[src/hdl/ohp_pkg.sv]
// Shared types and constants for the OBEX header stream parser.
// No dependencies; the parser, the top level and both bench files import this package.
package ohp_pkg;

  localparam int unsigned DataW     = 8;
  localparam int unsigned LenW      = 16;
  localparam int unsigned FormShift = 6;
  localparam int unsigned PrefixLen = 3;
  localparam int unsigned Form3Len  = 4;

  localparam logic [1:0] PH_TAG    = 2'd0;
  localparam logic [1:0] PH_LEN_HI = 2'd1;
  localparam logic [1:0] PH_LEN_LO = 2'd2;
  localparam logic [1:0] PH_VALUE  = 2'd3;

  localparam logic [1:0] FORM_LEN0 = 2'd0;
  localparam logic [1:0] FORM_LEN1 = 2'd1;
  localparam logic [1:0] FORM_BYTE = 2'd2;
  localparam logic [1:0] FORM_QUAD = 2'd3;

  typedef struct packed {
    logic [DataW-1:0] data_byte;
    logic             skip_byte;
    logic             buffer_end;
  } ohp_item_t;

  typedef struct packed {
    logic             value_valid;
    logic [DataW-1:0] header_tag;
    logic [DataW-1:0] value_data;
    logic             value_last;
    logic             empty_header;
    logic             parse_error;
    logic             buffer_done;
    logic             buffer_ok;
  } ohp_result_t;

endpackage

[src/hdl/ohp_in_if.sv]
// Input byte channel of the OBEX header stream parser.
// Depends on nothing; carries valid, ready and one buffer byte with its marks.
interface ohp_in_if;
  logic       valid;
  logic       ready;
  logic [7:0] data_byte;
  logic       skip_byte;
  logic       buffer_end;

  modport source (output valid, output data_byte, output skip_byte, output buffer_end,
                  input ready);
  modport sink (input valid, input data_byte, input skip_byte, input buffer_end,
                output ready);
endinterface

[src/hdl/ohp_out_if.sv]
// Result channel of the OBEX header stream parser.
// Depends on nothing; carries valid, ready and one parse result per input byte.
interface ohp_out_if;
  logic       valid;
  logic       ready;
  logic       value_valid;
  logic [7:0] header_tag;
  logic [7:0] value_data;
  logic       value_last;
  logic       empty_header;
  logic       parse_error;
  logic       buffer_done;
  logic       buffer_ok;

  modport source (output valid, output value_valid, output header_tag, output value_data,
                  output value_last, output empty_header, output parse_error,
                  output buffer_done, output buffer_ok, input ready);
  modport sink (input valid, input value_valid, input header_tag, input value_data,
                input value_last, input empty_header, input parse_error,
                input buffer_done, input buffer_ok, output ready);
endinterface

[src/hdl/ohp_parser.sv]
// Parse state and per-byte next-state logic of the OBEX header stream parser.
// Depends on ohp_pkg for the item and result types and the phase codes.
module ohp_parser (
  input  logic                clk,
  input  logic                rst_n,
  input  logic                step,
  input  ohp_pkg::ohp_item_t  item,
  output ohp_pkg::ohp_result_t result
);
  import ohp_pkg::*;

  logic [1:0]       phase_r,   phase_nxt;
  logic [DataW-1:0] tag_r,     tag_nxt;
  logic [DataW-1:0] len_hi_r,  len_hi_nxt;
  logic [LenW-1:0]  remain_r,  remain_nxt;
  logic             err_seen_r, err_seen_nxt;

  logic [LenW-1:0]  len_full;
  logic [LenW-1:0]  remain_dec;
  logic [1:0]       form;

  assign len_full   = {len_hi_r, item.data_byte};
  assign remain_dec = remain_r - LenW'(1);
  assign form       = item.data_byte[FormShift +: 2];

  always_comb begin
    phase_nxt    = phase_r;
    tag_nxt      = tag_r;
    len_hi_nxt   = len_hi_r;
    remain_nxt   = remain_r;
    err_seen_nxt = err_seen_r;
    result       = '0;

    if (!item.skip_byte && !err_seen_r) begin
      unique case (phase_r)
        PH_TAG: begin
          tag_nxt = item.data_byte;
          case (form) inside
            FORM_LEN0, FORM_LEN1: phase_nxt = PH_LEN_HI;
            FORM_BYTE: begin
              remain_nxt = LenW'(1);
              phase_nxt  = PH_VALUE;
            end
            default: begin
              remain_nxt = LenW'(Form3Len);
              phase_nxt  = PH_VALUE;
            end
          endcase
        end
        PH_LEN_HI: begin
          len_hi_nxt = item.data_byte;
          phase_nxt  = PH_LEN_LO;
        end
        PH_LEN_LO: begin
          if (len_full < LenW'(PrefixLen)) begin
            result.parse_error = 1'b1;
            err_seen_nxt       = 1'b1;
            phase_nxt          = PH_TAG;
          end else if (len_full == LenW'(PrefixLen)) begin
            result.empty_header = 1'b1;
            phase_nxt           = PH_TAG;
          end else begin
            remain_nxt = len_full - LenW'(PrefixLen);
            phase_nxt  = PH_VALUE;
          end
        end
        default: begin
          result.value_valid = 1'b1;
          result.value_data  = item.data_byte;
          remain_nxt         = remain_dec;
          if (remain_dec == '0) begin
            result.value_last = 1'b1;
            phase_nxt         = PH_TAG;
          end
        end
      endcase
    end

    result.header_tag = tag_nxt;

    if (item.buffer_end) begin
      result.buffer_done = 1'b1;
      if (!err_seen_nxt && phase_nxt != PH_TAG) begin
        result.parse_error = 1'b1;
        err_seen_nxt       = 1'b1;
      end
      result.buffer_ok = !err_seen_nxt;
      phase_nxt        = PH_TAG;
      tag_nxt          = '0;
      len_hi_nxt       = '0;
      remain_nxt       = '0;
      err_seen_nxt     = 1'b0;
    end
  end

  always_ff @(posedge clk) begin
    if (!rst_n) begin
      phase_r    <= PH_TAG;
      tag_r      <= '0;
      len_hi_r   <= '0;
      remain_r   <= '0;
      err_seen_r <= 1'b0;
    end else if (step) begin
      phase_r    <= phase_nxt;
      tag_r      <= tag_nxt;
      len_hi_r   <= len_hi_nxt;
      remain_r   <= remain_nxt;
      err_seen_r <= err_seen_nxt;
    end
  end

endmodule

[src/hdl/obex_header_stream_parser.sv]
// Top level of the OBEX header stream parser: input register, parser, result register.
// Depends on ohp_pkg, ohp_in_if, ohp_out_if and ohp_parser.
//
//   Channel   Modport   Request carries
//   in_chan   sink      data_byte, skip_byte, buffer_end
//   out_chan  source    value_valid, header_tag, value_data, value_last,
//                       empty_header, parse_error, buffer_done, buffer_ok
//
// Every accepted request yields exactly one result, passed from the input register to the result register.
// One request is taken per cycle while the result side does not stall; the parse state updates as a request moves
// from the input register into the result register.
// A stalled result register holds the input register, and ready drops only when both are full.
// Synchronous active-low reset empties both registers and clears the parse state.
module obex_header_stream_parser (
  input logic clk,
  input logic rst_n,
  ohp_in_if.sink    in_chan,
  ohp_out_if.source out_chan
);
  import ohp_pkg::*;

  logic        in_v_r;
  ohp_item_t   in_item_r;
  logic        out_v_r;
  ohp_result_t out_res_r;
  ohp_result_t res_nxt;
  logic        advance;
  logic        step;

  assign advance       = !out_v_r || out_chan.ready;
  assign step          = in_v_r && advance;
  assign in_chan.ready = !in_v_r || advance;

  always_ff @(posedge clk) begin
    if (!rst_n) begin
      in_v_r <= 1'b0;
    end else if (in_chan.ready) begin
      in_v_r <= in_chan.valid;
    end
  end

  always_ff @(posedge clk) begin
    if (in_chan.ready && in_chan.valid) begin
      in_item_r <= '{data_byte:  in_chan.data_byte,
                     skip_byte:  in_chan.skip_byte,
                     buffer_end: in_chan.buffer_end};
    end
  end

  ohp_parser u_parser (
    .clk    (clk),
    .rst_n  (rst_n),
    .step   (step),
    .item   (in_item_r),
    .result (res_nxt)
  );

  always_ff @(posedge clk) begin
    if (!rst_n) begin
      out_v_r <= 1'b0;
    end else if (advance) begin
      out_v_r <= in_v_r;
    end
  end

  always_ff @(posedge clk) begin
    if (step) begin
      out_res_r <= res_nxt;
    end
  end

  assign out_chan.valid        = out_v_r;
  assign out_chan.value_valid  = out_res_r.value_valid;
  assign out_chan.header_tag   = out_res_r.header_tag;
  assign out_chan.value_data   = out_res_r.value_data;
  assign out_chan.value_last   = out_res_r.value_last;
  assign out_chan.empty_header = out_res_r.empty_header;
  assign out_chan.parse_error  = out_res_r.parse_error;
  assign out_chan.buffer_done  = out_res_r.buffer_done;
  assign out_chan.buffer_ok    = out_res_r.buffer_ok;

  a_ok_needs_done: assert property (@(posedge clk) disable iff (!rst_n)
    out_v_r && out_res_r.buffer_ok |-> out_res_r.buffer_done && !out_res_r.parse_error)
    else $error("buffer_ok without buffer_done or with parse_error");

  a_last_needs_value: assert property (@(posedge clk) disable iff (!rst_n)
    out_v_r && out_res_r.value_last |-> out_res_r.value_valid && !out_res_r.empty_header)
    else $error("value_last without a value byte");

  a_step_fills_out: assert property (@(posedge clk) disable iff (!rst_n)
    step |=> out_v_r)
    else $error("parsed request did not reach the result register");

  a_stall_holds_in: assert property (@(posedge clk) disable iff (!rst_n)
    in_v_r && !advance |=> in_v_r && $stable(in_item_r))
    else $error("input register changed while the result side stalled");

endmodule

[src/flat_wrapper.sv]
// flat-port wrapper written by rule: the top's interface ports become plain ports
module obex_header_stream_parser_flat import ohp_pkg::*;
  (clk, rst_n, in_chan_valid, in_chan_data_byte, in_chan_skip_byte, in_chan_buffer_end, in_chan_ready, out_chan_valid, out_chan_value_valid, out_chan_header_tag, out_chan_value_data, out_chan_value_last, out_chan_empty_header, out_chan_parse_error, out_chan_buffer_done, out_chan_buffer_ok, out_chan_ready);
  ohp_in_if in_chan_i ();
  ohp_out_if out_chan_i ();
  input logic clk;
  input logic rst_n;
  input wire logic [$bits(in_chan_i.valid)-1:0] in_chan_valid;
  input wire logic [$bits(in_chan_i.data_byte)-1:0] in_chan_data_byte;
  input wire logic [$bits(in_chan_i.skip_byte)-1:0] in_chan_skip_byte;
  input wire logic [$bits(in_chan_i.buffer_end)-1:0] in_chan_buffer_end;
  output wire logic [$bits(in_chan_i.ready)-1:0] in_chan_ready;
  output wire logic [$bits(out_chan_i.valid)-1:0] out_chan_valid;
  output wire logic [$bits(out_chan_i.value_valid)-1:0] out_chan_value_valid;
  output wire logic [$bits(out_chan_i.header_tag)-1:0] out_chan_header_tag;
  output wire logic [$bits(out_chan_i.value_data)-1:0] out_chan_value_data;
  output wire logic [$bits(out_chan_i.value_last)-1:0] out_chan_value_last;
  output wire logic [$bits(out_chan_i.empty_header)-1:0] out_chan_empty_header;
  output wire logic [$bits(out_chan_i.parse_error)-1:0] out_chan_parse_error;
  output wire logic [$bits(out_chan_i.buffer_done)-1:0] out_chan_buffer_done;
  output wire logic [$bits(out_chan_i.buffer_ok)-1:0] out_chan_buffer_ok;
  input wire logic [$bits(out_chan_i.ready)-1:0] out_chan_ready;
  assign in_chan_i.valid = in_chan_valid;
  assign in_chan_i.data_byte = in_chan_data_byte;
  assign in_chan_i.skip_byte = in_chan_skip_byte;
  assign in_chan_i.buffer_end = in_chan_buffer_end;
  assign in_chan_ready = in_chan_i.ready;
  assign out_chan_valid = out_chan_i.valid;
  assign out_chan_value_valid = out_chan_i.value_valid;
  assign out_chan_header_tag = out_chan_i.header_tag;
  assign out_chan_value_data = out_chan_i.value_data;
  assign out_chan_value_last = out_chan_i.value_last;
  assign out_chan_empty_header = out_chan_i.empty_header;
  assign out_chan_parse_error = out_chan_i.parse_error;
  assign out_chan_buffer_done = out_chan_i.buffer_done;
  assign out_chan_buffer_ok = out_chan_i.buffer_ok;
  assign out_chan_i.ready = out_chan_ready;
  obex_header_stream_parser u_core (.clk(clk), .rst_n(rst_n), .in_chan(in_chan_i), .out_chan(out_chan_i));
endmodule
[config.mk]
export PLATFORM = sky130hd
export DESIGN_NAME = obex_header_stream_parser_flat
export DESIGN_NICKNAME = d
export VERILOG_FILES = /design/src/hdl/ohp_pkg.sv /design/src/hdl/ohp_in_if.sv /design/src/hdl/ohp_out_if.sv /design/src/hdl/ohp_parser.sv /design/src/hdl/obex_header_stream_parser.sv /design/src/flat_wrapper.sv
export SDC_FILE = /design/constraint.sdc
export NUM_CORES = 1
export LEC_CHECK = 0
export ABC_AREA = 1
export BUFFER_PORTS_ARGS = -buffer_cell sky130_fd_sc_hd__buf_2
export CAP_MARGIN = 20
export CORE_AREA = 4 4 100 79
export CTS_BUF_LIST = sky130_fd_sc_hd__clkbuf_4
export CTS_CLUSTER_SIZE = 28
export DETAILED_ROUTE_END_ITERATION = 12
export DIE_AREA = 0 0 104 83
export PLACE_DENSITY = 0.77
export SETUP_SLACK_MARGIN = 0.3
export SYNTH_ARGS = -nofsm -noshare
export SYNTH_HDL_FRONTEND = slang
export SYNTH_HIERARCHICAL = 1
export SYNTH_SLANG_ARGS = --single-unit
[constraint.sdc]
create_clock -name clk -period 2.7 [get_ports clk]
set_clock_uncertainty 0.15 [all_clocks]
set_input_delay 0.27 -clock clk [delete_from_list [all_inputs] [get_ports clk]]
set_output_delay 0.27 -clock clk [all_outputs]
set_load 0.01 [all_outputs]
==> results of run 1 <==
-- logic make-up after synthesis --
group / after synthesis / share of synthesized area, %
compound gates: 90 / 15.46
flops: 69 / 45.71
buf+inv: 71 / 8.101
simple gates: 238 / 28.07
fa+ha+maj: 3 / 1.009
xor+xnor: 7 / 1.647
-- final timing paths --
check | to | from | cells past startpoint
min | u_core/u_parser/tag_r[0] | u_core/u_parser/tag_r[0] | 2
max reg2reg | u_core/out_chan.buffer_ok | u_core/u_parser/remain_r[1] | 13
min reg2reg | u_core/u_parser/tag_r[0] | u_core/u_parser/tag_r[0] | 2
max | u_core/out_chan.buffer_ok | u_core/u_parser/remain_r[1] | 13
-- routing by layer --
metal	share of wire, %	global-route usage [%]	wire length [microns]	up-vias
li1	-	-	-	1670
met1	47	28.91	4129	1541
met2	45	32.39	3940	130
met3	6.5	4.973	575	21
met4	1.8	7.246	162	0
met5	0	0	0	-
-- final cells by class --
| class | count | area (sq um) |
|---|---|---|
| clock buffers | 9 | 67.56 |
| clock inverters | 7 | 66.31 |
| fillers | 631 | 2768 |
| inverters | 57 | 214.0 |
| multi-input cells | 338 | 1730 |
| flip-flops and latches | 69 | 1702 |
| well taps | 87 | 108.9 |
| repair buffers | 57 | 370.4 |
-- sequential cells by signal, indices dropped and copies added, names as in the netlist --
register	flops
u_core/u_parser/err_seen_r	1
u_core/u_parser/len_hi_r	8
u_core/u_parser/phase_r	2
u_core/out_chan.buffer_done	1
u_core/in_v_r	1
u_core/out_chan.value_last	1
u_core/out_chan.header_tag	8
u_core/out_chan.valid	1
u_core/in_item_r	10
u_core/out_chan.buffer_ok	1
u_core/out_chan.value_data	8
u_core/out_chan.parse_error	1
u_core/u_parser/tag_r	8
u_core/out_chan.value_valid	1
u_core/u_parser/remain_r	16
u_core/out_chan.empty_header	1
-- power by group through the flow --
stage | Combinational [W] | Sequential [W] | Clock (W)
floorplan | 0.000176 | 0.00119 | 0
global placement | 0.000242 | 0.00118 | 0
detailed placement | 0.000248 | 0.00119 | 0
CTS | 0.000264 | 0.00116 | 0.000662
global route | 0.000302 | 0.00117 | 0.000716
finish | 0.000271 | 0.00116 | 0.000647
-- worst max-delay path, cell delays in order, from the launching register on --
cell and delay [ns]:
dfxtp_1 0.34, inv_1 0.12, ha_2 0.24, nand2_2 0.10, nor2_2 0.17, nand2_1 0.09
xnor2_1 0.25, nor2_1 0.09, nand3_1 0.15, nand2_1 0.07, nand2_1 0.08, nand2_1 0.05
nand2_1 0.08, nor2_1 0.04
-- placed cells by master (no fill, tap or decap), types with 9 or more instances in the layout --
master | Yosys | layout
a21oi_1 | 30 | 29
a21oi_2 | 16 | 17
buf_2 | 3 | 37
clkbuf_4 | 1 | 9
dfxtp_1 | 37 | 37
dlygate4sd3_1 | 0 | 14
edfxtp_1 | 32 | 32
inv_1 | 48 | 48
nand2_1 | 115 | 115
nand2_2 | 24 | 24
nand3_1 | 19 | 19
nor2_1 | 60 | 59
o21ai_0 | 22 | 22
-- per-stage QoR --
stage | std cells | power [W] | setup slack (ns) | hold slack (ns) | instance area (sq um)
3_5_place_dp | 593 | 0.001434 | 0.4651 | 0.2981 | 3970
5_1_grt | 624 | 0.002186 | 0.2481 | 0.3545 | 4259
3_3_place_gp | 593 | 0.001426 | 0.5624 | 0.2965 | 3970
6_report | 624 | 0.002080 | 0.4517 | 0.3235 | 4259
4_1_cts | 623 | 0.002088 | 0.4593 | 0.3240 | 4244
2_1_floorplan | 478 | 0.001362 | 0.3816 | 0.2189 | 3726
-- repair_timing --
action                                  4_1_cts  5_1_grt
hold buffers                                 14        0
gates resized for setup                       0        3
endpoints found under the setup margin        0        5
setup buffers                                 0        1
hold endpoints to repair                     12        0
==> impl_results.md, run 1 <==
* Status: finished clean
* TNS Setup at 0 ns
* Synth Net Count at 495
* TritonCTS buffer count at 9
* Starting Density at 52.97%
* Sequential share of power at 55.9%
* Share of cells above drive strength 1 at 22.53%
* Max Cap Violations at 0
* Drt initial violations at 285
* RSZ-0062 raised after global routing: yes
* Total track usage at 20.97%
* Overflow after GRT at 0
* Largest net degree at the start of global routing at 36
* Longest Clk Path Bufs at 2
* Via count at 3362
* FF-to-FF setup slack at 0.45 ns
* Gate power share at 13.0%
* CTS root buf: clkbuf_4
* Critical Path RT at 2.75 ns
* Placeable Area at 0.007027 sq mm
* Final hold vios at 0
* Avg Inst Size Synth at 7.787 sq um
* Worst EP arrival at 2.30 ns
* #FFs+latches synth at 69
* Pre-Repair DR Iteration Count at 5
* Rel. slew slack at 36.08%
* Crit Path Class: reg -> reg
* Post-synth EDFFs at 32
* Clk pin slew, worst setup/hold paths at 0.12 ns
* Crit. End Element: register
* DIE AREA at 0.008632 sq mm
* GPL Wtd Cong at 0.9368
* Proportion of netlist area held by the largest area contributor at 25.82%
* Final setup viols at 0
* Worst-path fanout max at 5
* FMAX at 444.8 MHz
* Global-route wire length before repair at 14790 microns
* # H-tree levels at 3
* Ys Warns at 6
* Area leader, netlist: edfxtp_1
* Register area share after synthesis at 45.71%
* Die W at 104 microns
* Number of global-route vias before repair at 3100
* Post-DP HPWL at 6287 microns
* Prevailing post-synth register cell: dfxtp_1
* Max VDD drop at 315.8 uV
* Sw Share at 27.75%
* Area growth syn-to-layout at 14.42%
* Detail Route Antenna Nets at 0
* Clock power share at 31.1%
* Utilization after layout at 60.61%
* Net Sw Power at 0.0005771 W
* Fin crit share at 83.27%
* CTS sink count at 69
* Die height at 83 microns
* Routed wire length at 8807 microns
* Pleak at 1.746 nW
* PortBufs at 37
* Number of remaining DRC errors at 0
* Asr flop ratio synth at 0%
* Vias per cell at 5.388
* Worst-margin pin slew at 0.9524 ns
* Num rows at 27
* Syn Inst Count at 478
* Internal cell power at 0.001503 W
* Post-synth cell types at 41
* Worst Setup Start Kind: register
* Top-count cell post-synth: nand2_1
* # IOs at 38
* Later-pin clock latency in the skew report at 0.42 ns
* Ant diodes at 0
* Worst hold path type: reg -> reg
* Post-DR wirelength/cell at 14.11 microns
* Slew Viols, Final at 0
* Final min period at 2.248 ns
* PD cells at 488.3 mW/mm^2
* Nets at 549
* Top post-synthesis cells by area: edfxtp_1, dfxtp_1, nand2_1
* Cell area after synthesis at 0.003722 sq mm
* Post-synth top cells: nand2_1, nor2_1, inv_1
* Initial antenna violation count at 0
* CTS tree: built
(Power assumes the default switching activity.)
==> inputs of run 2 (changes only) <==
ABC_AREA = 0   (was 1)
CORE_AREA = 4 4 100 78   (was 4 4 100 79)
DIE_AREA = 0 0 104 82   (was 0 0 104 83)
PLACE_DENSITY = 0.74   (was 0.77)
clock period = 2.35 ns   (was 2.7 ns; I/O delays follow)
==> run 2 against run 1 <==
The run now ends with setup timing left. Cell count is 7.2% lower. Largest cell class unchanged. Sequential cell count unchanged. Critical path type unchanged. Power up 26%. Sequential power increased by 15%. Die area decreased by 1.2%.
==> impl_results.md, run 2 <==
* Crit path launch: u_core/u_parser/remain_r[0]
* Crit path cell chain: inv_2, ha_4, or3b_4, nor4_4, xor2_1, a2111oi_2, buf_4, nand2_4, a21o_1
* RSZ-0062 raised after global routing: yes
* Cell count of the worst reg-to-reg path at 9
* R2r startpoint: u_core/u_parser/remain_r[0]
* Number of remaining DRC errors at 0
* Post-synth cell types at 64
* Worst EP arrival at 2.62 ns
* Number of global-route vias before repair at 3378
* Biggest registers after layout: u_core/u_parser/remain_r (16), u_core/in_item_r (10)
* Overflow after GRT at 0
* Worst-path fanout max at 4
* FMAX at 387.3 MHz
* TritonCTS buffer count at 9
* Via count at 3700
* Asr flop ratio synth at 0%
* Failing checks: setup timing
* Worst hold margin at 0.06289 ns
* Reg with most FFs: u_core/u_parser/remain_r
* Die height at 82 microns
* Starting Density at 53.88%
* Ant diodes at 0
* Worst-margin pin slew at 0.6656 ns
* Avg Inst Size Synth at 9.671 sq um
* Vias per cell at 6.390
* Cell area after synthesis at 0.003646 sq mm
* Largest register FFs at 16
* Longest Clk Path Bufs at 2
* Reg area at 0.001708 sq mm
* Slowest-stage cell, CP: or3b_4
* Initial antenna violation count at 0
* Critical Path RT at 2.39 ns
* Placeable Area at 0.006766 sq mm
* Routed wire length at 11440 microns
* Worst hold path type: in -> reg
* GPL Wtd Cong at 0.9413
* Final hold vios at 0
* Post-DR wirelength/cell at 19.75 microns
* Rel. slew slack at 55.33%
* FF-to-FF setup slack at -0.23 ns
* Status: finished, violations left
* Final Power at 0.002620 W
* CTS tree: built
* Detail Route Antenna Nets at 0
* Placed cell count at 533
* PortBufs at 37
* Max Cap Violations at 0
* Most frequent cells in the layout: buf_4, buf_2, edfxtp_1, dfxtp_1, nand2_1
* Fin crit share at 109.9%
* Post-synth top cells: dfxtp_1, edfxtp_1, nand2_1
* Register area share after synthesis at 46.67%
* Later-pin clock latency in the skew report at 0.44 ns
* Area growth syn-to-layout at 37.13%
* Syn Inst Count at 377
* Top post-synthesis cells by area: edfxtp_1, dfxtp_1, nor2b_1
* Reg-to-Reg End: u_core/out_chan.parse_error
* TNS Setup at -0.7753 ns
* Drt initial violations at 386
* # IOs at 38
* Multi-input logic area at 0.002072 sq mm
* Worst Setup Start Kind: register
* Largest net degree at the start of global routing at 32
* Ys Warns at 6
* Top-count cell post-synth: dfxtp_1
* Post-synth EDFFs at 32
* CP Capture Point: u_core/out_chan.parse_error
* Nets at 507
* Pre-Repair DR Iteration Count at 6
* Area leader, netlist: edfxtp_1
* Cell Area, Placed at 0.004355 sq mm
* Clk pin slew, worst setup/hold paths at 0.13 ns
* Final min period at 2.582 ns
* Share of cells above drive strength 1 at 38.59%
* Crit. End Element: register
* Pleak at 1.994 nW
* Largest stage delay, worst path at 0.42 ns
* Num rows at 26
* DIE AREA at 0.008528 sq mm
* Crit Path Class: reg -> reg
* Post-DP HPWL at 6867 microns
* # H-tree levels at 3
* Synth Net Count at 394
* #FFs+latches synth at 69
* Max VDD drop at 369.9 uV
* Total track usage at 25.42%
* Post-Layout Cell Count at 579
* Final setup margin at -0.2317 ns
* Prevailing post-synth register cell: dfxtp_1
* Final instance area at 0.005000 sq mm
* Die W at 104 microns
* CTS root buf: clkbuf_4
* Final setup viols at 5
* PD cells at 524.1 mW/mm^2
* Proportion of netlist area held by the largest area contributor at 26.36%
* CTS sink count at 69
* Most common cell after layout, fill and taps aside: buf_4
* Global-route wire length before repair at 17110 microns
* FILL cells at 482
* Slew Viols, Final at 0
[run 2: changes by cell type after synthesis, sizes merged, moves of 9 or more]
cell | previous run | this run
clkbuf | 7 | 19
nor3 | 2 | 14
inv | 55 | 7
xnor2 | 1 | 11
nor2 | 69 | 26
a21boi | 0 | 11
nand4 | 3 | 13
nand2 | 140 | 31
nor4 | 1 | 12
nand3 | 20 | 6
nor2b | 0 | 20
a21oi | 47 | 16
a31oi | 1 | 10
[run 2: cell type report]
class                           instances  area share (%)
Multi-Input combinational cell        275           41.44
Sequential cell                        69           34.16
Timing Repair Buffer                  127           18.77
Tap cell                               84           2.102
Clock buffer                           10           1.502
Clock inverter                          6           1.426
Inverter                                8          0.6006
[run 2: worst min-delay path by stage]
stage,start,depth (start not counted),slack (ns),endpoint
finish,rst_n,2,0.06,u_core/out_chan.valid
global route,rst_n,2,0.04,u_core/out_chan.valid
global placement,in_chan_data_byte[1],1,0.26,u_core/in_item_r[3]
detailed placement,in_chan_data_byte[6],1,0.26,u_core/in_item_r[8]
floorplan,in_chan_buffer_end,0,0.18,u_core/in_item_r[0]
CTS,rst_n,2,0.03,u_core/out_chan.valid
[run 2: per-stage QoR]
stage | setup WS (ns) | utilization (%)
after floorplan | -0.06587 | -
after global placement | -0.1690 | 64.37
after CTS | -0.1497 | 70.27
after detailed placement | -0.2487 | 64.37
final | -0.2317 | 73.89
after global routing | -0.2514 | 73.89
[run 2: where the power goes]
group	internal (W)	switching (W)	total, W
Combinational	0.000221	0.000266	0.000487
Sequential	0.00130	0.0000298	0.00133
Clock	0.000345	0.000460	0.000805
Total	0.00186	0.000755	0.00262
[run 2: metal layers]
layer / up-vias / part of all wire, % / global-route usage (%)
met5: - / 0 / 0
met3: 59 / 9.3 / 5.263
met4: 0 / 4.2 / 10.23
met2: 268 / 47 / 41.89
li1: 1642 / - / -
met1: 1731 / 40 / 33.27
[run 2: repair_timing]
| item | CTS | global route |
|---|---|---|
| endpoints found under the setup margin | 16 | 28 |
| endpoints found under the hold margin | 12 | 0 |
| setup buffers | 2 | 12 |
| pin swaps | 13 | 27 |
| gates resized for setup | 31 | 36 |
| hold buffers | 13 | 0 |
| cloned | 2 | 1 |
[run 2: kinds of logic (layout without fill, tap and decap cells)]
kind of cell / count (synthesis) / count (layout) / share of synthesized area, %
AOI/OAI and AO/OA: 92 / 92 / 17.54
and+or+nand+nor: 151 / 151 / 23.65
buffers and inverters: 33 / 151 / 3.603
adders and majority gates: 3 / 3 / 1.030
DFF: 69 / 69 / 46.67
xor gates and xnor gates: 21 / 21 / 5.044
muxes: 8 / 8 / 2.471
[run 2: worst max-delay path: cells and delay by family (launching register included)]
family	cells	cell delay [ns]
AND/OR/NAND/NOR	3	0.74
flip-flops	1	0.36
XOR/XNOR	1	0.15
AO/OA/AOI/OAI	2	0.52
adder cells (fa/ha/maj)	1	0.15
buffers and inverters	2	0.28
